## src/hdl/lcbe_pkg.sv

```systemverilog
// ----------------------------------------------------------------------------
// LED brightness estimator package
// Shared widths, codes, configuration and item types, and a helper function.
// ----------------------------------------------------------------------------
`default_nettype none

package lcbe_pkg;

    localparam int TIME_W = 64;
    localparam int VOLT_W = 24;
    localparam int THR_W = 23;
    localparam int COND_W = 20;
    localparam int CUR_W = 20;
    localparam int HALF_W = 40;
    localparam int INT_W = 10;
    localparam int ACC_W = 64;
    localparam int DV_W = 23;
    localparam int CUR_FRAC = 16;

    localparam int APB_ADDR_W = 5;
    localparam int APB_DATA_W = 64;
    localparam int REG_IDX_LSB = 3;
    localparam int REG_IDX_W = 2;

    localparam int FIFO_DEPTH = 2;
    localparam int FIFO_PTR_W = $clog2(FIFO_DEPTH);

    localparam logic [INT_W-1:0] INTENSITY_OFF = 10'd25;
    localparam logic [INT_W-1:0] INTENSITY_MAX = 10'd1023;
    localparam logic [15:0] GAMMA_SCALE = 16'd65025;

    localparam logic MODE_VOLTAGE = 1'b0;
    localparam logic MODE_FRAME = 1'b1;

    typedef enum logic [REG_IDX_W-1:0] {
        REG_THRESHOLD,
        REG_CONDUCTANCE,
        REG_MAX_CURRENT,
        REG_HALF_FRAME
    } reg_idx_t;

    typedef struct packed {
        logic [THR_W-1:0]  threshold_uv;
        logic [COND_W-1:0] conductance_q16;
        logic [CUR_W-1:0]  max_current_ua;
        logic [HALF_W-1:0] half_frame_ticks;
    } cfg_t;

    localparam cfg_t CFG_RESET = '{
        threshold_uv:     23'd2400000,
        conductance_q16:  20'd109227,
        max_current_ua:   20'd30000,
        half_frame_ticks: 40'd8333333333
    };

    typedef struct packed {
        logic              mode;
        logic [TIME_W-1:0] time_ticks;
        logic [CUR_W-1:0]  current_ua;
        logic              running;
        logic              pause_debug;
    } item_t;

    typedef struct packed {
        logic             start;
        logic [ACC_W-1:0] dividend;
        logic [ACC_W-1:0] divisor;
    } div_req_t;

    typedef struct packed {
        logic             done;
        logic [ACC_W-1:0] quotient;
    } div_rsp_t;

    typedef enum logic [3:0] {
        ST_IDLE,
        ST_PERIOD,
        ST_MUL_LO,
        ST_MUL_HI,
        ST_SUM,
        ST_CHARGE,
        ST_DECIDE,
        ST_DIV_AVG,
        ST_SCALE,
        ST_XSTART,
        ST_DIV_X,
        ST_SQRT,
        ST_SQRT_END,
        ST_FINISH
    } back_state_t;

    function automatic logic [ACC_W-1:0] sat_add(input logic [ACC_W-1:0] a,
                                                 input logic [ACC_W-1:0] b);
        logic [ACC_W:0] s;
        s = {1'b0, a} + {1'b0, b};
        return s[ACC_W] ? '1 : s[ACC_W-1:0];
    endfunction

endpackage

`default_nettype wire

```

## src/hdl/lcbe_regs.sv

```systemverilog
// ----------------------------------------------------------------------------
// LED brightness estimator register file
// APB-style configuration registers with read back.
// ----------------------------------------------------------------------------
`default_nettype none

module lcbe_regs (
    input  wire logic                              clk,
    input  wire logic                              rst_n,
    input  wire logic                              psel,
    input  wire logic                              penable,
    input  wire logic                              pwrite,
    input  wire logic [lcbe_pkg::APB_ADDR_W-1:0]   paddr,
    input  wire logic [lcbe_pkg::APB_DATA_W-1:0]   pwdata,
    output logic [lcbe_pkg::APB_DATA_W-1:0]        prdata,
    output logic                                   pready,
    output lcbe_pkg::cfg_t                         cfg
);

    lcbe_pkg::cfg_t cfg_reg;
    lcbe_pkg::cfg_t cfg_next;
    lcbe_pkg::reg_idx_t idx;
    logic wr_en;

    assign pready = 1'b1;
    assign wr_en = psel && penable && pwrite && pready;
    assign idx = lcbe_pkg::reg_idx_t'(
        paddr[lcbe_pkg::REG_IDX_LSB+lcbe_pkg::REG_IDX_W-1:lcbe_pkg::REG_IDX_LSB]);
    assign cfg = cfg_reg;

    always_ff @(posedge clk or negedge rst_n)
    begin
        if (!rst_n)
        begin
            cfg_reg <= lcbe_pkg::CFG_RESET;
        end
        else
        begin
            cfg_reg <= cfg_next;
        end
    end

    always_comb
    begin
        cfg_next = cfg_reg;
        if (wr_en)
        begin
            unique case (idx)
                lcbe_pkg::REG_THRESHOLD:
                    cfg_next.threshold_uv = pwdata[lcbe_pkg::THR_W-1:0];
                lcbe_pkg::REG_CONDUCTANCE:
                    cfg_next.conductance_q16 = pwdata[lcbe_pkg::COND_W-1:0];
                lcbe_pkg::REG_MAX_CURRENT:
                    cfg_next.max_current_ua = pwdata[lcbe_pkg::CUR_W-1:0];
                lcbe_pkg::REG_HALF_FRAME:
                    cfg_next.half_frame_ticks = pwdata[lcbe_pkg::HALF_W-1:0];
            endcase
        end
    end

    always_comb
    begin
        unique case (idx)
            lcbe_pkg::REG_THRESHOLD:
                prdata = lcbe_pkg::APB_DATA_W'(cfg_reg.threshold_uv);
            lcbe_pkg::REG_CONDUCTANCE:
                prdata = lcbe_pkg::APB_DATA_W'(cfg_reg.conductance_q16);
            lcbe_pkg::REG_MAX_CURRENT:
                prdata = lcbe_pkg::APB_DATA_W'(cfg_reg.max_current_ua);
            lcbe_pkg::REG_HALF_FRAME:
                prdata = lcbe_pkg::APB_DATA_W'(cfg_reg.half_frame_ticks);
        endcase
    end

endmodule

`default_nettype wire

```

## config.mk

```make
export PLATFORM = sky130hd
export DESIGN_NAME = lcbe_regs
export DESIGN_NICKNAME = d
export VERILOG_FILES = /design/src/hdl/lcbe_pkg.sv /design/src/hdl/lcbe_regs.sv
export SDC_FILE = /design/constraint.sdc
export NUM_CORES = 1
export LEC_CHECK = 0
export ABC_AREA = 0
export BUFFER_PORTS_ARGS = -buffer_cell sky130_fd_sc_hd__buf_2
export CAP_MARGIN = 20
export CORE_MARGIN = 2
export CORE_UTILIZATION = 51
export CTS_BUF_LIST = sky130_fd_sc_hd__clkbuf_4
export CTS_CLUSTER_SIZE = 24
export DETAILED_ROUTE_END_ITERATION = 12
export PLACE_DENSITY = 0.89
export REMOVE_ABC_BUFFERS = 1
export SYNTH_ARGS = -nofsm -noshare
export SYNTH_HDL_FRONTEND = slang
export SYNTH_SLANG_ARGS = --single-unit
```

## constraint.sdc

```tcl
create_clock -name clk -period 2.15 [get_ports clk]
set_input_delay 0 -clock clk [delete_from_list [all_inputs] [get_ports clk]]
set_output_delay 0 -clock clk [all_outputs]
set_load 0.02 [all_outputs]
```

==> reports/metrics.yaml <==
status: "finished clean"
fin_crit_ns: 1.50
worst-path-buf-inv: 1
path_max_fanout: 3
yosysSeqAreaShare_pct: 54.6
fillCellCount: 632
critPathArrivalTime_ns: 1.50
clock_path_buffers: 2
hold_buffers: 41
cts_made_buffers: 9
post_cts_resize_count: 0
final_common_cell: "buf_2"
drive_above_1_share_pct: 71.8
tritoncts: "done"
path_cells: "mux4_2, buf_2"
max_slew_margin_pct: 58.8
htree_levels: 3
hold_viol: 0
detail_route.first_pass.iterations: 4
rows: 35
grt_pass1_wl_um: 18400
vias: 3402
cts.sinks: 103
crit_family: "multiplexers"
place.port_buffers: 189
max_freq_ghz: 0.668
crit_cells: 2
crit_slowest_cell: "mux4_2"
ys_warn_count: 0
syn_area_um2: 4820
synthDistinctLibCells: 21
clock_latency_ns: 0.41
syn_inst: 301
worst_clock_skew_ns: 0
critPathMaxStageDelay_ns: 0.47
worst_setup_path_end_kind: "output pin"
yosys-top-cells-area: "dfrtp_1 32%, dfstp_2 23%, mux2_2 19%, mux4_2 9.4%, mux2_4 6.2%"
antennaDiodeCount: 0
drc: 0
period_share_pct: 69.6
setup_violations: 0
die_w_um: 101
ios: 242
final_antenna_net_count: 0
ys_ff_latch: 103
wl_per_cell_um: 18.5
grt_max_degree: 57
worstMarginPinSlew_ns: 0.618
grtUsageTotal_pct: 23.5
dieArea_um2: 10200
layout_common_cells: "188 x buf_2, 83 x mux2_2, 61 x dfrtp_1"
synth_area_leader_cell: "dfrtp_1"
r2r_cells: 1
chipHeight_um: 101
antenna_found_initial: 0
place.gp.congestion: 0.737
viasPerCell: 5.29
setup_tns_ns: 0
grt-ovfl-total: 0
coreArea_um2: 9200
largest_reg_flops: 103
clk_pin_slew_worst_paths_ns: 0.15
post_cts.repair.setup_buffers: 0
cp.required_ns: 2.15
clockRootBuffer: "clkbuf_4"
hp-class: "primary input to asynchronous set/reset pin"
place_hpwl_um: 7770
synth.top_cell.area_share_pct: 31.7
fin_nets: 601
grt_pass1_vias: 3537
power_leakage_uw: 0.00316
cap_violations: 0
avgSynthCellArea_um2: 16.0
vdd_drop_max_mv: 0.586
slew_viol_final: 0
p_per_area_nw_per_um2: 985
initial_core_util_pct: 52.4
rsz0062_at_grt: "no"
first_iter_violations: 49
power_uw: 6240
worstSetupPathType: "register to output pin"
area_growth_pct: 31.5
worstSetupStartpointType: "register"
wl_um: 11900
where the power goes:
| group | internal [uW] | switching, uW | total, uW |
|---|---|---|---|
| clock network | 411 | 592 | 1000 |
| registers | 2520 | 345 | 2870 |
| logic | 1040 | 1330 | 2370 |
logic make-up (layout without fill, tap and decap cells):
group	Yosys count	count (layout)	share of synthesized area, %
muxes	123	123	35.0
DFF	103	103	54.6
other	2	25	0.156
and+or+nand+nor	25	25	3.51
AOI/OAI and AO/OA	3	3	0.546
buffers and inverters	45	253	6.21
Yosys cell counts:
master    count
nand3_2       1
dfstp_2      42
or3b_4        1
dfrtp_1      61
a22o_1        3
nor3b_1       1
mux4_2       20
and2_1        1
buf_6         2
buf_1         1
buf_2        10
clkbuf_2      1
mux2_2       83
and3_1       17
mux2_4       20
nor3_4        1
clkbuf_1      4
nand2_1       1
conb_1        2
nor2_1        2
buf_4        27
path summary, 6_finish.rpt:
check	start	end	slack, ns
setup / recovery	cfg[16]	prdata[16]	0.65
min in group clk	penable	cfg[19]	0.30
hold reg to reg	cfg[57]	cfg[57]	0.54
max in group asynchronous	rst_n	cfg[91]	1.25
setup reg to reg	cfg[42]	cfg[42]	1.34
hold / removal	rst_n	cfg[102]	0.10
per-stage QoR:
step	instances	setup WS (ns)	hold WS [ns]	util (%)	cell area, um^2
after global placement	586	0.747	0.0446	62.9	5780
after global routing	643	0.554	0.116	68.9	6330
after detailed placement	586	0.729	0.0551	62.9	5780
after floorplan	279	-0.220	-0.296	-	4600
after CTS	643	0.615	0.109	68.9	6330
final	643	0.653	0.104	68.9	6330
layer usage:
layer,track usage (%),share of wire (%)
met1,27.3,38
met4,8.42,1.7
met3,4.55,4.9
met5,0,0
met2,43.0,55
cell type report:
cell class | instances | area (um^2) | area share [%]
clock inverters | 3 | 43.8 | 0.691
clock buffers | 13 | 97.6 | 1.54
flip-flops and latches | 103 | 2630 | 41.5
well taps | 111 | 139 | 2.19
multi-input cells | 176 | 1990 | 31.4
repair buffers | 237 | 1440 | 22.7
(Power assumes the default switching activity.)
