**src/hdl/lcbe_pkg.sv**
```systemverilog
// ----------------------------------------------------------------------------
// LED brightness estimator package
// Shared widths, codes, configuration and item types, and a helper function.
// ----------------------------------------------------------------------------
`default_nettype none

package lcbe_pkg;

    localparam int TIME_W = 64;
    localparam int VOLT_W = 24;
    localparam int THR_W = 23;
    localparam int COND_W = 20;
    localparam int CUR_W = 20;
    localparam int HALF_W = 40;
    localparam int INT_W = 10;
    localparam int ACC_W = 64;
    localparam int DV_W = 23;
    localparam int CUR_FRAC = 16;

    localparam int APB_ADDR_W = 5;
    localparam int APB_DATA_W = 64;
    localparam int REG_IDX_LSB = 3;
    localparam int REG_IDX_W = 2;

    localparam int FIFO_DEPTH = 2;
    localparam int FIFO_PTR_W = $clog2(FIFO_DEPTH);

    localparam logic [INT_W-1:0] INTENSITY_OFF = 10'd25;
    localparam logic [INT_W-1:0] INTENSITY_MAX = 10'd1023;
    localparam logic [15:0] GAMMA_SCALE = 16'd65025;

    localparam logic MODE_VOLTAGE = 1'b0;
    localparam logic MODE_FRAME = 1'b1;

    typedef enum logic [REG_IDX_W-1:0] {
        REG_THRESHOLD,
        REG_CONDUCTANCE,
        REG_MAX_CURRENT,
        REG_HALF_FRAME
    } reg_idx_t;

    typedef struct packed {
        logic [THR_W-1:0]  threshold_uv;
        logic [COND_W-1:0] conductance_q16;
        logic [CUR_W-1:0]  max_current_ua;
        logic [HALF_W-1:0] half_frame_ticks;
    } cfg_t;

    localparam cfg_t CFG_RESET = '{
        threshold_uv:     23'd2400000,
        conductance_q16:  20'd109227,
        max_current_ua:   20'd30000,
        half_frame_ticks: 40'd8333333333
    };

    typedef struct packed {
        logic              mode;
        logic [TIME_W-1:0] time_ticks;
        logic [CUR_W-1:0]  current_ua;
        logic              running;
        logic              pause_debug;
    } item_t;

    typedef struct packed {
        logic             start;
        logic [ACC_W-1:0] dividend;
        logic [ACC_W-1:0] divisor;
    } div_req_t;

    typedef struct packed {
        logic             done;
        logic [ACC_W-1:0] quotient;
    } div_rsp_t;

    typedef enum logic [3:0] {
        ST_IDLE,
        ST_PERIOD,
        ST_MUL_LO,
        ST_MUL_HI,
        ST_SUM,
        ST_CHARGE,
        ST_DECIDE,
        ST_DIV_AVG,
        ST_SCALE,
        ST_XSTART,
        ST_DIV_X,
        ST_SQRT,
        ST_SQRT_END,
        ST_FINISH
    } back_state_t;

    function automatic logic [ACC_W-1:0] sat_add(input logic [ACC_W-1:0] a,
                                                 input logic [ACC_W-1:0] b);
        logic [ACC_W:0] s;
        s = {1'b0, a} + {1'b0, b};
        return s[ACC_W] ? '1 : s[ACC_W-1:0];
    endfunction

endpackage

`default_nettype wire

```
**src/hdl/lcbe_fifo.sv**
```systemverilog
// ----------------------------------------------------------------------------
// LED brightness estimator item queue
// Short queue between the front end and the back end.
// ----------------------------------------------------------------------------
`default_nettype none

module lcbe_fifo (
    input  wire logic            clk,
    input  wire logic            rst_n,
    input  wire logic            push,
    input  wire lcbe_pkg::item_t wdata,
    output logic                 full,
    input  wire logic            pop,
    output lcbe_pkg::item_t      rdata,
    output logic                 empty
);

    localparam logic [lcbe_pkg::FIFO_PTR_W:0] FULL_COUNT =
        (lcbe_pkg::FIFO_PTR_W+1)'(lcbe_pkg::FIFO_DEPTH);

    lcbe_pkg::item_t                 mem_reg [lcbe_pkg::FIFO_DEPTH];
    logic [lcbe_pkg::FIFO_PTR_W-1:0] wr_ptr_reg;
    logic [lcbe_pkg::FIFO_PTR_W-1:0] rd_ptr_reg;
    logic [lcbe_pkg::FIFO_PTR_W:0]   count_reg;
    logic                            do_push;
    logic                            do_pop;

    assign full = (count_reg == FULL_COUNT);
    assign empty = (count_reg == '0);
    assign do_push = push && !full;
    assign do_pop = pop && !empty;
    assign rdata = mem_reg[rd_ptr_reg];

    always_ff @(posedge clk or negedge rst_n)
    begin
        if (!rst_n)
        begin
            wr_ptr_reg <= '0;
            rd_ptr_reg <= '0;
            count_reg <= '0;
        end
        else
        begin
            if (do_push)
            begin
                wr_ptr_reg <= wr_ptr_reg + 1'b1;
            end
            if (do_pop)
            begin
                rd_ptr_reg <= rd_ptr_reg + 1'b1;
            end
            if (do_push && !do_pop)
            begin
                count_reg <= count_reg + 1'b1;
            end
            else if (do_pop && !do_push)
            begin
                count_reg <= count_reg - 1'b1;
            end
        end
    end

    always_ff @(posedge clk)
    begin
        if (do_push)
        begin
            mem_reg[wr_ptr_reg] <= wdata;
        end
    end

endmodule

`default_nettype wire

```
**config.mk**
```make
export PLATFORM = sky130hd
export DESIGN_NAME = lcbe_fifo
export DESIGN_NICKNAME = d
export VERILOG_FILES = /design/src/hdl/lcbe_pkg.sv /design/src/hdl/lcbe_fifo.sv
export SDC_FILE = /design/constraint.sdc
export NUM_CORES = 1
export LEC_CHECK = 0
export BUFFER_PORTS_ARGS = -buffer_cell sky130_fd_sc_hd__buf_2
export CAP_MARGIN = 20
export CORE_MARGIN = 2
export CORE_UTILIZATION = 40
export CTS_BUF_LIST = sky130_fd_sc_hd__clkbuf_4 sky130_fd_sc_hd__clkbuf_8
export DETAILED_ROUTE_END_ITERATION = 10
export GPL_TIMING_DRIVEN = 0
export PLACE_DENSITY = 0.66
export SYNTH_ARGS = -nofsm -noshare
export SYNTH_HDL_FRONTEND = slang
export SYNTH_SLANG_ARGS = --single-unit
export TNS_END_PERCENT = 1
```
**constraint.sdc**
```tcl
create_clock -name clk -period 5 [get_ports clk]
set_input_delay 1 -clock clk [delete_from_list [all_inputs] [get_ports clk]]
set_output_delay 1 -clock clk [all_outputs]
set_load 0.02 [all_outputs]
```
==> results.cfg, run 1 <==
[power_and_ir_drop]
cellPowerDensity_nw_per_um2 = 588.1
p_clk_frac = 0.193
p_switching_mw = 1.610
intPower_mw = 3.212
power_switching_share = 0.3338
power_frac_comb = 0.369
leakage_nw = 3.125
sequentialPowerShare = 0.438
ir_drop_mv = 0.3054

[global_route]
grt_pass1_vias = 3584
grt_max_degree = 55
grt_usage = 0.1372
antenna_found_initial = 0
overflow = 0
grt_pass1_wl_um = 18350

[setup_path]
critPathLaunchType = flop
crit_chain = buf_6 -> buf_6 -> buf_6 -> mux2_4 -> buf_2
crit_type = flop to primary output
critPathTopFamily = buffers and inverters
cpMaxStageDelayCell = dfrtp_1
worst_ep_required_time_ns = 4.00
cp.buffers_inverters = 4
cp_common_cell = buf_6
slowest_delay_ns = 0.35
critical_path.max_fanout = 10
end_kind = primary output
crit_arrival_ns = 1.76

[place]
dp_hpwl_um = 8047
placed_area_um2 = 7825
dp_cells = 689
io_buffers = 179
place.gp.congestion = 0.6898

[drt]
wl_um = 11790
routedWlPerCell_um = 16.36
viasPerCell = 4.619
drc = 0
drt_iter0_drc = 161
vias = 3330
ant_nets = 0
drtPass1Iterations = 4

[synth]
synth_compound_area_frac = 0.0007639
synth_top_area_cell = edfxtp_1
synthCells = 290
ys_seq_area_frac = 0.8128
syn_area_um2 = 6551
synth.distinct_cells = 15
yosysTopAreaCellShare = 0.7976
synthAdderAreaFrac = 0.001910
synth_xor_xnor_area_share = 0.006684
synth_area_per_cell_um2 = 22.59
synth_top_family_by_area = multiplexers
synth-simple-area-share = 0.004202
synth_area_leaders = edfxtp_1, mux2_2, mux2_4
yosysWarningCount = 0
synth.ff_latch_count = 178
synth_nets = 382
synth.mux.area_fraction = 0.1610

[timing]
rsz0062_at_grt = no
slew_headroom = 0.6409
maxSlewViolCount = 0
final.setup.tns_ns = 0
setup_viol = 0
finalClockSkew_ns = 0.009792
fin_crit_ns = 2.763
fin_crit_sh = 0.5526
hold_viol = 0
timing.fmax_mhz = 361.9
worst_slew_pin_slew_ns = 0.5386

[layout]
synthToLayoutAreaGrowth_pct = 25.15
design_area_um2 = 8199
drive_gt1_frac = 0.6158
fin_cells = 721
fin_nets = 584
largest_register_ffs = 174
layout_common_cells = buf_2, edfxtp_1, mux2_2
final_common_cell = buf_2
n_antenna_cell = 0

[cts]
ctsResizeCount = 0
clock_path_buffers = 2
cts.reportedPaths.clkPinSlew_ns = 0.09
post_cts_buffers = 0
cts_tree = yes
hold_buffers = 0
root_buffer = clkbuf_8
cts_sinks = 178
cts_made_buffers = 17
insertion_delay_ns = 0.44
htreeDepth = 4

[hold_path]
min_path_type = input port to asynchronous set/reset pin

[run]
cap_violations = 0

[outcome]
status = finished, final reports clean

[floorplan]
die-area_um2 = 17420
rows = 46
die_h_um = 132.0
ioPinCount = 180
die_x_um = 132.0
start_util = 0.4109
core-area_um2 = 15940
-- cell usage after synthesis --
master	instances
and3_1	1
buf_2	6
buf_6	4
dfrtp_1	4
edfxtp_1	174
ha_1	1
inv_1	2
mux2_2	67
mux2_4	20
nand2_1	1
nand2b_1	1
nor2_1	3
o21ai_0	1
xnor2_1	3
xor2_1	2
-- worst reg2reg max path, stage by stage (launching register included) --
cell and delay [ns]:
dfrtp_1 0.43, nand2b_1 0.18, and3_4 0.55, buf_16 0.32
-- power by group through the flow --
| stage | Clock, mW | Sequential [mW] | Combinational [mW] |
|---|---|---|---|
| finish | 0.932 | 2.11 | 1.78 |
| CTS | 0.967 | 2.12 | 1.82 |
| global placement | 0 | 2.18 | 1.72 |
| detailed placement | 0 | 2.15 | 1.81 |
| global route | 1.03 | 2.14 | 1.90 |
| floorplan | 0 | 2.15 | 1.23 |
-- logic make-up after synthesis --
group,after synthesis
AO/OA/AOI/OAI,1
flip-flops,178
XOR/XNOR,5
adder cells (fa/ha/maj),1
multiplexers,87
AND/OR/NAND/NOR,6
buffers and inverters,12
-- worst paths after layout --
check | from | endpoint | slack [ns] | cells after the start
max | rd_ptr_reg$_DFFE_PN0P_ | rdata[42] | 2.24 | 5
min | rst_n | count_reg[1]$_DFFE_PN0P_ | 0.35 | 1
max reg2reg | count_reg[0]$_DFFE_PN0P_ | mem_reg[1][0]$_DFFE_PP_ | 3.14 | 3
min reg2reg | count_reg[1]$_DFFE_PN0P_ | count_reg[1]$_DFFE_PN0P_ | 0.53 | 1
max in group asynchronous | rst_n | rd_ptr_reg$_DFFE_PN0P_ | 4.53 | 1
min in group clk | count_reg[1]$_DFFE_PN0P_ | count_reg[1]$_DFFE_PN0P_ | 0.53 | 1
-- stage by stage --
stage | setup slack, ns | util | power, mW | hold WS, ns
global placement | -0.08958 | 0.4842 | 3.905 | 0.4928
global route | 2.109 | 0.5143 | 5.066 | 0.3117
floorplan | 1.214 | - | 3.379 | 0.4788
CTS | 2.161 | 0.5143 | 4.904 | 0.3055
detailed placement | 2.626 | 0.4908 | 3.964 | 0.5130
finish | 2.237 | 0.5143 | 4.822 | 0.3468
-- area by class of cell --
type | instances | area (um2)
Sequential cell | 178 | 5325
Clock inverter | 15 | 140.1
Timing Repair Buffer | 183 | 991.0
Tap cell | 216 | 270.3
Buffer | 10 | 75.07
Multi-Input combinational cell | 100 | 1156
Clock buffer | 17 | 234.0
Inverter | 2 | 7.507
Fill cell | 1353 | 7744
-- layer usage --
layer	global-route usage	vias to the layer above	share of wire
met3	0.04767	12	0.079
met1	0.1628	1645	0.40
met4	0.05435	0	0.013
li1	-	1545	-
met5	0	-	0
met2	0.2297	128	0.50
No activity file was read; power rests on OpenSTA's default activity.
==> inputs of run 2 (changes only) <==
==> constraint.sdc (replaced) <==
create_clock -name clk -period 2.32 [get_ports clk]
set_input_delay 0.464 -clock clk [delete_from_list [all_inputs] [get_ports clk]]
set_output_delay 0.464 -clock clk [all_outputs]
set_load 0.02 [all_outputs]
==> run 2 against run 1 <==
Against the previous run:
- combinational power increased by 110%
- first-iteration DRC count shrank 12%
- sequential share of layout area down 0.93 points
- critical endpoint is now rdata[47]
- hold slack lost 0.15 ns
- highest routed layer unchanged
- wire length decreased by 1.2%
- power rose by 130%
- flip-flop and latch count unchanged
- sequential power increased by 120%
- global-route usage grew 0.10 points
- via count shrank 0.90%
- die area unchanged
==> results.cfg, run 2 (synthesis results as in run 1) <==
[outcome]
status = finished, final reports clean

[timing]
fin_crit_ns = 2.229
post-route-worst-setup-slack_ns = 0.09127
slew_headroom = 0.3705
hold_viol = 0
timing.fmax_mhz = 448.7
worst_slew_pin_slew_ns = 0.9420
fin_crit_sh = 0.9607
setup_viol = 0
maxSlewViolCount = 0
rsz0062_at_grt = yes
holdWs_ns = 0.1919
finalClockSkew_ns = 0.01209

[hold_path]
min_path_type = input port to flop
whs_path_depth = 1
min_from = wdata[6]
hold_end = mem_reg[1][6]$_DFFE_PP_

[place]
place.gp.congestion = 0.6712
io_buffers = 179
place_ws_ns = 0.1753
dp_hpwl_um = 7929

[power_and_ir_drop]
ir_drop_mv = 0.5234
leakage_nw = 3.176
finalPower_mw = 10.97
cellPowerDensity_nw_per_um2 = 1318

[floorplan]
core-area_um2 = 15940
rows = 46
die_x_um = 132.0
ioPinCount = 180
start_util = 0.4109
die-area_um2 = 17420
die_h_um = 132.0

[cts]
root_buffer = clkbuf_8
cts.reportedPaths.clkPinSlew_ns = 0.10
htreeDepth = 4
insertion_delay_ns = 0.45
cts_tree = yes
cts_made_buffers = 17
clock_path_buffers = 2
cts_sinks = 178
post_cts_buffers = 0
ctsResizeCount = 0

[setup_path]
r2r-end = mem_reg[0][28]$_DFFE_PP_
critPathLaunchType = flop
r2r_start = count_reg[0]$_DFFE_PN0P_
end_kind = primary output
ff2ff_path_depth = 4
crit_arrival_ns = 1.76
rrSetupSlack_ns = 0.21
critical_path.max_fanout = 10
worst_ep_required_time_ns = 1.86
crit_type = flop to primary output

[drt]
wl_um = 11650
viasPerCell = 4.577
vias = 3300
drtPass1Iterations = 4
drc = 0
drt_iter0_drc = 142
routedWlPerCell_um = 16.15
ant_nets = 0

[layout]
multiInputGateArea_um2 = 1156
n_antenna_cell = 0
drive_gt1_frac = 0.6198
final_common_cell = buf_2
fin_nets = 584
seqCellArea_um2 = 5325
fill_cells = 1344
final_core_util = 0.5217
largest_register_ffs = 174
layout_common_cells = buf_2, edfxtp_1, mux2_2
synthToLayoutAreaGrowth_pct = 26.97

[global_route]
grt_usage = 0.1382
grt_pass1_wl_um = 18330
antenna_found_initial = 0
grt_max_degree = 48
overflow = 0
grt_pass1_vias = 3634

[run]
cap_violations = 0
==> run 2: cell types whose count changed in the layout (fill, tap and decap cells not counted) <==
cell,previous run,this run
dlygate4sd3_1,0,1
bufinv_16,2,7
inv_6,2,4
clkinv_1,3,0
clkinv_2,4,0
buf_16,2,1
==> run 2: worst max path at each step <==
stage	end	from	depth (start not counted)	slack, ns
global route	rdata[35]	rd_ptr_reg$_DFFE_PN0P_	5	-0.009
floorplan	mem_reg[0][0]$_DFFE_PP_	count_reg[0]$_DFFE_PN0P_	3	-0.06
detailed placement	mem_reg[0][14]$_DFFE_PP_	count_reg[0]$_DFFE_PN0P_	4	0.18
finish	rdata[47]	rd_ptr_reg$_DFFE_PN0P_	5	0.09
global placement	mem_reg[0][8]$_DFFE_PP_	count_reg[0]$_DFFE_PN0P_	3	-0.78
CTS	rdata[47]	rd_ptr_reg$_DFFE_PN0P_	5	0.03
==> run 2: what timing repair did <==
| item | in CTS | in global routing |
|---|---|---|
| hold buffers | 1 | 0 |
| endpoints found under the setup margin | 0 | 11 |
| hold endpoints to repair | 4 | 0 |
==> run 2: where the power goes <==
group          internal [mW]  total (mW)  switching (mW)
logic                   1.57        3.78            2.21
registers               4.39        4.56           0.174
clock network           1.51        2.63            1.12
total                   7.47        11.0            3.50
==> run 2: metal layers <==
layer	global-route usage	wire length (um)	vias up
li1	-	-	1547
met4	0.05918	202	0
met5	0	0	-
met3	0.05805	954	15
met2	0.2297	5645	129
met1	0.1568	4844	1609
==> run 2: area by class of cell <==
type,count,share of cell area
sequential,178,0.6402
timing repair buffer,183,0.1170
multi-input combinational,100,0.1390
clock inverter,15,0.03324
inverter,2,0.0009025
tap,216,0.03249
clock buffer,17,0.02813
buffer,10,0.009025
==> run 2: critical path, cell delays in order (launching register included) <==
cell and delay, ns:
dfrtp_1 0.35, buf_6 0.13, buf_6 0.16, buf_6 0.19
mux2_4 0.31, buf_2 0.16
==> run 2: per-stage QoR <==
| step | cells | instance area, um2 | TNS (ns) |
|---|---|---|---|
| floorplan | 290 | 6560 | -5.250 |
| finish | 721 | 8318 | 0 |
| CTS | 721 | 8318 | 0 |
| detailed placement | 688 | 7797 | 0 |
| global placement | 685 | 7726 | -98.10 |
| global route | 721 | 8318 | -0.04257 |
