<file path="config.mk">
export PLATFORM = sky130hd
export DESIGN_NAME = lcbe_div
export DESIGN_NICKNAME = d
export VERILOG_FILES = /design/src/hdl/lcbe_pkg.sv /design/src/hdl/lcbe_div.sv
export SDC_FILE = /design/constraint.sdc
export NUM_CORES = 1
export LEC_CHECK = 0
export ABC_AREA = 1
export ABC_CLOCK_PERIOD_IN_PS = 5200
export BUFFER_PORTS_ARGS = -buffer_cell sky130_fd_sc_hd__buf_4
export CAP_MARGIN = 10
export CORE_MARGIN = 3
export CORE_UTILIZATION = 40
export DETAILED_ROUTE_END_ITERATION = 6
export REMOVE_ABC_BUFFERS = 1
export SLEW_MARGIN = 10
export SYNTH_ARGS = -nofsm -noshare
export SYNTH_HDL_FRONTEND = slang
export SYNTH_SLANG_ARGS = --single-unit
</file>
<file path="constraint.sdc">
create_clock -name clk -period 5.2 [get_ports clk]
set_input_delay 1.04 -clock clk [delete_from_list [all_inputs] [get_ports clk]]
set_output_delay 1.04 -clock clk [all_outputs]
set_load 0.01 [all_outputs]
</file>
<file path="src/hdl/lcbe_pkg.sv">
// ----------------------------------------------------------------------------
// LED brightness estimator package
// Shared widths, codes, configuration and item types, and a helper function.
// ----------------------------------------------------------------------------
`default_nettype none

package lcbe_pkg;

    localparam int TIME_W = 64;
    localparam int VOLT_W = 24;
    localparam int THR_W = 23;
    localparam int COND_W = 20;
    localparam int CUR_W = 20;
    localparam int HALF_W = 40;
    localparam int INT_W = 10;
    localparam int ACC_W = 64;
    localparam int DV_W = 23;
    localparam int CUR_FRAC = 16;

    localparam int APB_ADDR_W = 5;
    localparam int APB_DATA_W = 64;
    localparam int REG_IDX_LSB = 3;
    localparam int REG_IDX_W = 2;

    localparam int FIFO_DEPTH = 2;
    localparam int FIFO_PTR_W = $clog2(FIFO_DEPTH);

    localparam logic [INT_W-1:0] INTENSITY_OFF = 10'd25;
    localparam logic [INT_W-1:0] INTENSITY_MAX = 10'd1023;
    localparam logic [15:0] GAMMA_SCALE = 16'd65025;

    localparam logic MODE_VOLTAGE = 1'b0;
    localparam logic MODE_FRAME = 1'b1;

    typedef enum logic [REG_IDX_W-1:0] {
        REG_THRESHOLD,
        REG_CONDUCTANCE,
        REG_MAX_CURRENT,
        REG_HALF_FRAME
    } reg_idx_t;

    typedef struct packed {
        logic [THR_W-1:0]  threshold_uv;
        logic [COND_W-1:0] conductance_q16;
        logic [CUR_W-1:0]  max_current_ua;
        logic [HALF_W-1:0] half_frame_ticks;
    } cfg_t;

    localparam cfg_t CFG_RESET = '{
        threshold_uv:     23'd2400000,
        conductance_q16:  20'd109227,
        max_current_ua:   20'd30000,
        half_frame_ticks: 40'd8333333333
    };

    typedef struct packed {
        logic              mode;
        logic [TIME_W-1:0] time_ticks;
        logic [CUR_W-1:0]  current_ua;
        logic              running;
        logic              pause_debug;
    } item_t;

    typedef struct packed {
        logic             start;
        logic [ACC_W-1:0] dividend;
        logic [ACC_W-1:0] divisor;
    } div_req_t;

    typedef struct packed {
        logic             done;
        logic [ACC_W-1:0] quotient;
    } div_rsp_t;

    typedef enum logic [3:0] {
        ST_IDLE,
        ST_PERIOD,
        ST_MUL_LO,
        ST_MUL_HI,
        ST_SUM,
        ST_CHARGE,
        ST_DECIDE,
        ST_DIV_AVG,
        ST_SCALE,
        ST_XSTART,
        ST_DIV_X,
        ST_SQRT,
        ST_SQRT_END,
        ST_FINISH
    } back_state_t;

    function automatic logic [ACC_W-1:0] sat_add(input logic [ACC_W-1:0] a,
                                                 input logic [ACC_W-1:0] b);
        logic [ACC_W:0] s;
        s = {1'b0, a} + {1'b0, b};
        return s[ACC_W] ? '1 : s[ACC_W-1:0];
    endfunction

endpackage

`default_nettype wire

</file>
<file path="src/hdl/lcbe_div.sv">
// ----------------------------------------------------------------------------
// LED brightness estimator divider
// Restoring divider that produces one quotient bit per cycle.
// ----------------------------------------------------------------------------
`default_nettype none

module lcbe_div (
    input  wire logic               clk,
    input  wire logic               rst_n,
    input  wire lcbe_pkg::div_req_t req,
    output lcbe_pkg::div_rsp_t      rsp
);

    localparam int W = lcbe_pkg::ACC_W;
    localparam int CNT_W = $clog2(W);
    localparam logic [CNT_W-1:0] LAST = CNT_W'(W - 1);

    logic             busy_reg;
    logic             done_reg;
    logic [CNT_W-1:0] cnt_reg;
    logic [W-1:0]     quot_reg;
    logic [W-1:0]     rem_reg;
    logic [W-1:0]     divisor_reg;

    logic [W:0]       rem_shift;
    logic             ge;
    logic [W:0]       diff;

    assign rem_shift = {rem_reg, quot_reg[W-1]};
    assign ge = rem_shift >= {1'b0, divisor_reg};
    assign diff = rem_shift - {1'b0, divisor_reg};

    assign rsp.done = done_reg;
    assign rsp.quotient = quot_reg;

    always_ff @(posedge clk or negedge rst_n)
    begin
        if (!rst_n)
        begin
            busy_reg <= 1'b0;
            done_reg <= 1'b0;
            cnt_reg <= '0;
        end
        else
        begin
            done_reg <= 1'b0;
            if (req.start)
            begin
                busy_reg <= 1'b1;
                cnt_reg <= '0;
            end
            else if (busy_reg)
            begin
                cnt_reg <= cnt_reg + 1'b1;
                if (cnt_reg == LAST)
                begin
                    busy_reg <= 1'b0;
                    done_reg <= 1'b1;
                end
            end
        end
    end

    always_ff @(posedge clk)
    begin
        if (req.start)
        begin
            quot_reg <= req.dividend;
            rem_reg <= '0;
            divisor_reg <= req.divisor;
        end
        else if (busy_reg)
        begin
            quot_reg <= {quot_reg[W-2:0], ge};
            rem_reg <= ge ? diff[W-1:0] : rem_shift[W-1:0];
        end
    end

endmodule

`default_nettype wire

</file>
==> run summary, run 1 <==
Number of global-route vias before repair: 13439
TritonCTS clock tree: built
Fraction of the yosys area taken by sequential cells: 0.3712
Worst setup EP type: flop
Total CTS buffers: 17
WL per Instance: 16.36 microns
Final Skew: 0.02085 ns
Yosys top cell by area: edfxtp_1
Fraction of registers with async set/reset: 0.04000
First-pass GRT wire length: 72870 microns
Final Total Pwr: 0.003851 W
Unique cell type count in the Yosys netlist: 37
Prevailing post-synth register cell: edfxtp_1
Post-Route Setup TNS: 0 ns
Fmax: 0.2768 GHz
Fillers: 3667
Max-slew violations: 0
YS warnings: 0
Drt drc: 0
Root Buffer: clkbuf_16
Final antenna-violating net count: 0
EDFF count, synth: 128
Min Tclk post-route: 3.612 ns
# hold bufs at CTS: 0
Area grow syn2layout: 16.94%
GRT Util Overall: 0.2444
DIE AREA: 0.03817 sq mm
Die width: 195.4 microns
Clock power share: 0.370
Post-CTS Resized: 0
Synth Area per Inst: 6.551 sq um
Tcrit/Tclk final: 0.6946
# diodes: 0
Largest net degree at the start of global routing: 67
P per Cell Area: 229.5 mW/mm^2
DRT Pass-1 Iters: 5
Initial Util: 0.4103
Post-Syn Area: 0.01435 sq mm
Port-buffer cells: 195
Routed WL: 46340 microns
Clk slew on worst S/H paths: 0.08 ns
Hold Path Class: in -> async
DR vias: 13742
RSZ-0062 raised after global routing: no
Arrival @ worst endpoint: 4.00 ns
Clock tree buffer depth: 2
Mapped Cells: 2190
Synthesis-stage register bit count: 200
Core ar.: 0.03497 sq mm
Combinational Power Share: 0.152
Net Switching: 0.001102 W
Critical path peak fanout: 66
Insertion delay to the later sink of the worst-skew pair: 0.47 ns
M1 WL: 21760 microns
Main area contributors after synthesis: edfxtp_1 (27%), nand2_1 (24%), inv_1 (11%)
CP Launch Type: flop
Sw Share: 0.2861
Met3 wire len: 3176 microns
Status: finished clean
GP Congestion: 0.9687
Cell Int Power: 0.002749 W
Final setup viols: 0
Max layer used: met4
Std-Cell Rows: 68
Static Leakage: 9.220 nW
DR iter-0 viols: 1033
Clock sink count: 200
Layout cell share with drive strength beyond 1: 0.1220
Post-synth top area share: 0.2679
H-tree depth: 4
Number of setup buffers added after CTS: 0
CP Data Required Time: 5.59 ns
Initial antenna violation count: 1
Kind of critical path: reg -> reg
Most common cell in the netlist: nand2_1
Post-DP HPWL: 36630 microns
Actual slew at the worst max-slew pin: 0.9921 ns
Ports: 196
Synth cell count leaders: nand2_1 (911), inv_1 (433), nand3_1 (153)
Vias per std cell: 4.852
Global route overflow: 0
Final-stage net count: 2561
Flop pwr share: 0.478
Slew HR: 0.3370
Hold Vio Cnt, Final: 0
Max-cap viol count: 0
Max VDD drop: 0.2324 mV
Die Span Y: 195.4 microns
Met2 Wirelength: 20170 microns
[power by group through the flow]
stage               clock, W  combinational, W  sequential (W)
floorplan                  0          0.000285         0.00188
global placement           0          0.000581         0.00187
detailed placement         0          0.000586         0.00187
CTS                  0.00146          0.000587         0.00184
global route         0.00152          0.000652         0.00185
finish               0.00143          0.000585         0.00184
[through the flow]
stage	area, sq um	setup slack, ns	std cells	utilization	hold slack, ns
6_report	16780	1.588	2832	0.4797	0.3744
5_1_grt	16780	1.243	2832	0.4797	0.3598
4_1_cts	16780	1.591	2832	0.4797	0.3540
3_5_place_dp	16160	1.634	2800	0.4621	0.4606
3_3_place_gp	16160	1.726	2800	0.4621	0.4537
2_1_floorplan	14050	0.7796	2141	-	0.4436
[layer usage]
layer / track usage / vias up
met5: 0 / -
met4: 0.07605 / 0
met3: 0.05072 / 55
met2: 0.3855 / 429
met1: 0.3380 / 6240
li1: - / 7018
[final timing paths]
kind | startpoint | end | slack [ns] | cells past startpoint
max reg2reg | divisor_reg[25] | rem_reg[17] | 1.59 | 16
max in group asynchronous | rst_n | cnt_reg[2] | 4.70 | 1
min reg2reg | rem_reg[36] | rem_reg[36] | 0.47 | 2
min in group clk | rem_reg[36] | rem_reg[36] | 0.47 | 2
min | rst_n | busy_reg | 0.37 | 1
max | divisor_reg[25] | rem_reg[17] | 1.59 | 16
[worst max-delay path, stage by stage, from the launching register on]
cell and delay, ns:
edfxtp_1 0.42, inv_1 0.08, ha_1 0.28, nand2_1 0.16, nor2_1 0.09, nand2_1 0.19
inv_1 0.06, nand2_1 0.06, nand2_1 0.08, inv_1 0.09, nand2_2 0.08, nand2_4 0.05
buf_4 0.70, nand2_4 0.68, nand2_1 0.24, nand3_1 0.09, o21ai_0 0.11
[cells in the final DEF (no fill, tap or decap), types with 2 or more instances in the layout]
master / n
clkbuf_16: 19
nand2_2: 10
clkinv_8: 3
a21oi_1: 50
ha_1: 65
nor2_2: 12
dfrtp_1: 8
nand3_2: 7
inv_6: 6
inv_2: 13
or2_2: 2
nand3b_1: 30
nand2_1: 911
nor2_4: 6
buf_4: 204
and2_1: 4
edfxtp_1: 128
nor4_1: 2
o21ai_1: 21
inv_1: 432
xor2_1: 2
nor3_1: 13
xnor2_1: 29
nand2_4: 2
nor2_1: 122
nand3_1: 153
o21ai_0: 24
o21bai_1: 6
dfxtp_1: 64
nand4_1: 18
[kinds of logic after synthesis]
family | count (synthesis) | synth area share
buffers and inverters | 495 | 0.1374
adder cells (fa/ha/maj) | 66 | 0.05808
AND/OR/NAND/NOR | 1294 | 0.3764
AO/OA/AOI/OAI | 104 | 0.03794
XOR/XNOR | 31 | 0.01893
flip-flops | 200 | 0.3712
[final cells by class]
cell class	instances	area (sq um)	share of cell area
multi-input combinational	1495	7059	0.4208
sequential	200	5325	0.3174
inverter	446	1675	0.09987
timing repair buffer	204	1531	0.09129
tap	455	569.3	0.03393
clock buffer	21	496.7	0.02961
clock inverter	11	118.9	0.007085
(Power assumes the default switching activity.)
==> run 2: changes to the inputs <==
--- a/config.mk
+++ b/config.mk
@@ -6,7 +6,7 @@
 export NUM_CORES = 1
 export LEC_CHECK = 0
 export ABC_AREA = 1
-export ABC_CLOCK_PERIOD_IN_PS = 5200
+export ABC_CLOCK_PERIOD_IN_PS = 3400
 export BUFFER_PORTS_ARGS = -buffer_cell sky130_fd_sc_hd__buf_4
 export CAP_MARGIN = 10
 export CORE_MARGIN = 3
==> constraint.sdc (replaced) <==
create_clock -name clk -period 3.4 [get_ports clk]
set_input_delay 0.68 -clock clk [delete_from_list [all_inputs] [get_ports clk]]
set_output_delay 0.68 -clock clk [all_outputs]
set_load 0.01 [all_outputs]
==> run 2 against run 1 <==
Against the previous run: the run now ends with design-rule violations left; sequential share of layout area is 0.22 points lower; count of clock-buffer cells in the layout is 3 lower; combinational power is 54% higher; hold slack worse by 0.35 ns; total power is 54% higher; critical path depth is 1 higher; die area stayed put; register-to-register slack worse by 1.2 ns; highest routed layer unchanged; first-iteration DRC count is 13% lower.
==> run summary, run 2 (synthesis results as in run 1) <==
Insertion delay to the later sink of the worst-skew pair: 0.47 ns (about the same)
GRT Util Overall: 0.2451 (+0.0006189)
Final-stage net count: 2570 (+0.35%)
RSZ-0062 raised after global routing: no
Total CTS buffers: 17 (unchanged)
Min Tclk post-route: 3.023 ns (-0.5893 ns)
Ports: 196 (unchanged)
Global route overflow: 0 (unchanged)
Hold Vio Cnt, Final: 0 (unchanged)
Status: complete, but fails checks
Static Leakage: 9.276 nW (+0.61%)
Clock tree buffer depth: 2 (unchanged)
TritonCTS clock tree: built
Max VDD drop: 0.3289 mV (+42%)
Area grow syn2layout: 17.74%
Port-buffer cells: 195 (unchanged)
DIE AREA: 0.03817 sq mm (unchanged)
Die width: 195.4 microns (unchanged)
Kind of critical path: reg -> reg
Fmax: 0.3308 GHz (+19%)
DRT Pass-1 Iters: 7 (+2)
CP Launch Type: flop
Max-slew violations: 0 (unchanged)
Critical path's largest stage delay: 0.63 ns (-0.07 ns)
WL per Instance: 16.35 microns (about the same)
Max-cap viol count: 0 (unchanged)
H-tree depth: 4 (unchanged)
Critical path peak fanout: 65 (-1.5%)
Drt drc: 2 (+2)
Number of setup buffers added after CTS: 0 (unchanged)
Post-DP HPWL: 37440 microns (+2.2%)
Root Buffer: clkbuf_16
Routed WL: 46450 microns (+0.22%)
DR iter-0 viols: 902 (-13%)
Layout cell share with drive strength beyond 1: 0.1249 (+0.002893)
Cells on worst reg2reg path: 17 (+1)
Number of global-route vias before repair: 13697 (+1.9%)
Final antenna-violating net count: 0 (unchanged)
Initial Util: 0.4103 (unchanged)
Final setup viols: 0 (unchanged)
Crit path max-delay cell type: buf_4
# hold bufs at CTS: 0 (unchanged)
Util after Layout: 0.4830 (+0.003292)
Worst setup EP type: flop
Reg-to-Reg Start: divisor_reg[2]
Fillers: 3682 (+0.41%)
P per Cell Area: 350.2 mW/mm^2 (+53%)
Clk slew on worst S/H paths: 0.08 ns (about the same)
Largest net degree at the start of global routing: 83 (+24%)
Clock sink count: 200 (unchanged)
Finished Layout Cells: 2841 (+0.32%)
DR vias: 13703 (-0.28%)
Hold_ws: 0.02547 ns (-0.3489 ns)
CP cell instances: inv_1 > ha_1 > nand2_1 > nor2_1 > nand3_1 > nand3_2 > nand2_1 > nand2_2 > nand2_2 > nand2_2 > nand2_4 > buf_4 > nand3_1 > nand2_1 > inv_1 > nand2_1 > nand2_1
Final Skew: 0.02208 ns (+0.001239 ns)
Post-CTS Resized: 0 (unchanged)
# diodes: 0 (unchanged)
Core ar.: 0.03497 sq mm (unchanged)
R2R Setup Slk: 0.38 ns (-1.21 ns)
Post-Place Cell Area: 0.01628 sq mm (+0.73%)
Die Span Y: 195.4 microns (unchanged)
Most frequent cells in the layout: nand2_1 (911), inv_1 (432), buf_4 (209), nand3_1 (153), edfxtp_1 (128)
CP Data Required Time: 3.76 ns (-1.83 ns)
Slew HR: 0.3866 (+0.04955)
Final Total Pwr: 0.005916 W (+54%)
First-pass GRT wire length: 73490 microns (+0.85%)
Violated checks: design-rule violations
Hold Path Class: in -> async
Most common cell after layout, fill and taps aside: nand2_1
Std-Cell Rows: 68 (unchanged)
Initial antenna violation count: 0 (-1)
Arrival @ worst endpoint: 3.38 ns (-0.62 ns)
Reg2reg end: rem_reg[50]
Vias per std cell: 4.823 (-0.60%)
Cells after DPL: 2809 (+0.32%)
GP Congestion: 0.9831 (+1.5%)
Final Instance Area: 0.01689 sq mm (+0.69%)
Worst path most repeated cell: nand2_1
Tcrit/Tclk final: 0.8891 (+0.1944)
Actual slew at the worst max-slew pin: 0.9202 ns (-0.07197 ns)
-- run 2: cell types whose count changed in the layout (fill, tap and decap cells not counted), sizes merged --
cell / change
clkinv: +2
clkbuf: -3
bufinv: +2
inv: -1
buf: +9
-- run 2: report_power, final --
part	total, W	switching (W)	internal [W]
registers	0.00281	0.0000700	0.00274
logic	0.000898	0.000523	0.000375
clock network	0.00221	0.00108	0.00112
total	0.00592	0.00167	0.00424
-- run 2: how the worst max path moves through the flow --
stage	from	endpoint	cells past startpoint
final	divisor_reg[2]	rem_reg[50]	17
after global placement	divisor_reg[2]	rem_reg[24]	15
after floorplan	req[128]	quot_reg[0]	2
after global routing	divisor_reg[3]	rem_reg[51]	19
after detailed placement	divisor_reg[1]	rem_reg[24]	15
after CTS	divisor_reg[2]	rem_reg[24]	15
-- run 2: metrics by stage --
step	setup TNS, ns	setup WS, ns
after floorplan	-57.33	-0.6604
after global placement	0	0.4053
after detailed placement	0	0.3903
after CTS	0	0.3777
after global routing	0	0.1283
final	0	0.3772
-- run 2: per-layer routing --
layer | vias to the layer above | global-route usage | routed length [microns]
met2 | 424 | 0.3990 | 20680
met1 | 6195 | 0.3216 | 20890
li1 | 7031 | - | -
met4 | 0 | 0.07367 | 1306
met3 | 53 | 0.06263 | 3569
met5 | - | 0 | 0
-- run 2: final cells by class --
cell class / count / area (sq um) / share of cell area
Multi-Input combinational cell: 1495 / 7059 / 0.4179
Tap cell: 455 / 569.3 / 0.03370
Clock buffer: 18 / 429.2 / 0.02541
Timing Repair Buffer: 213 / 1649 / 0.09763
Clock inverter: 14 / 183.9 / 0.01089
Inverter: 446 / 1675 / 0.09919
Sequential cell: 200 / 5325 / 0.3153
-- run 2: critical path, delay by kind of cell, from the launching register on --
kind | cells | cell delay, ns
and+or+nand+nor | 13 | 1.49
buffers and inverters | 3 | 0.71
adders and majority gates | 1 | 0.34
DFF | 1 | 0.33
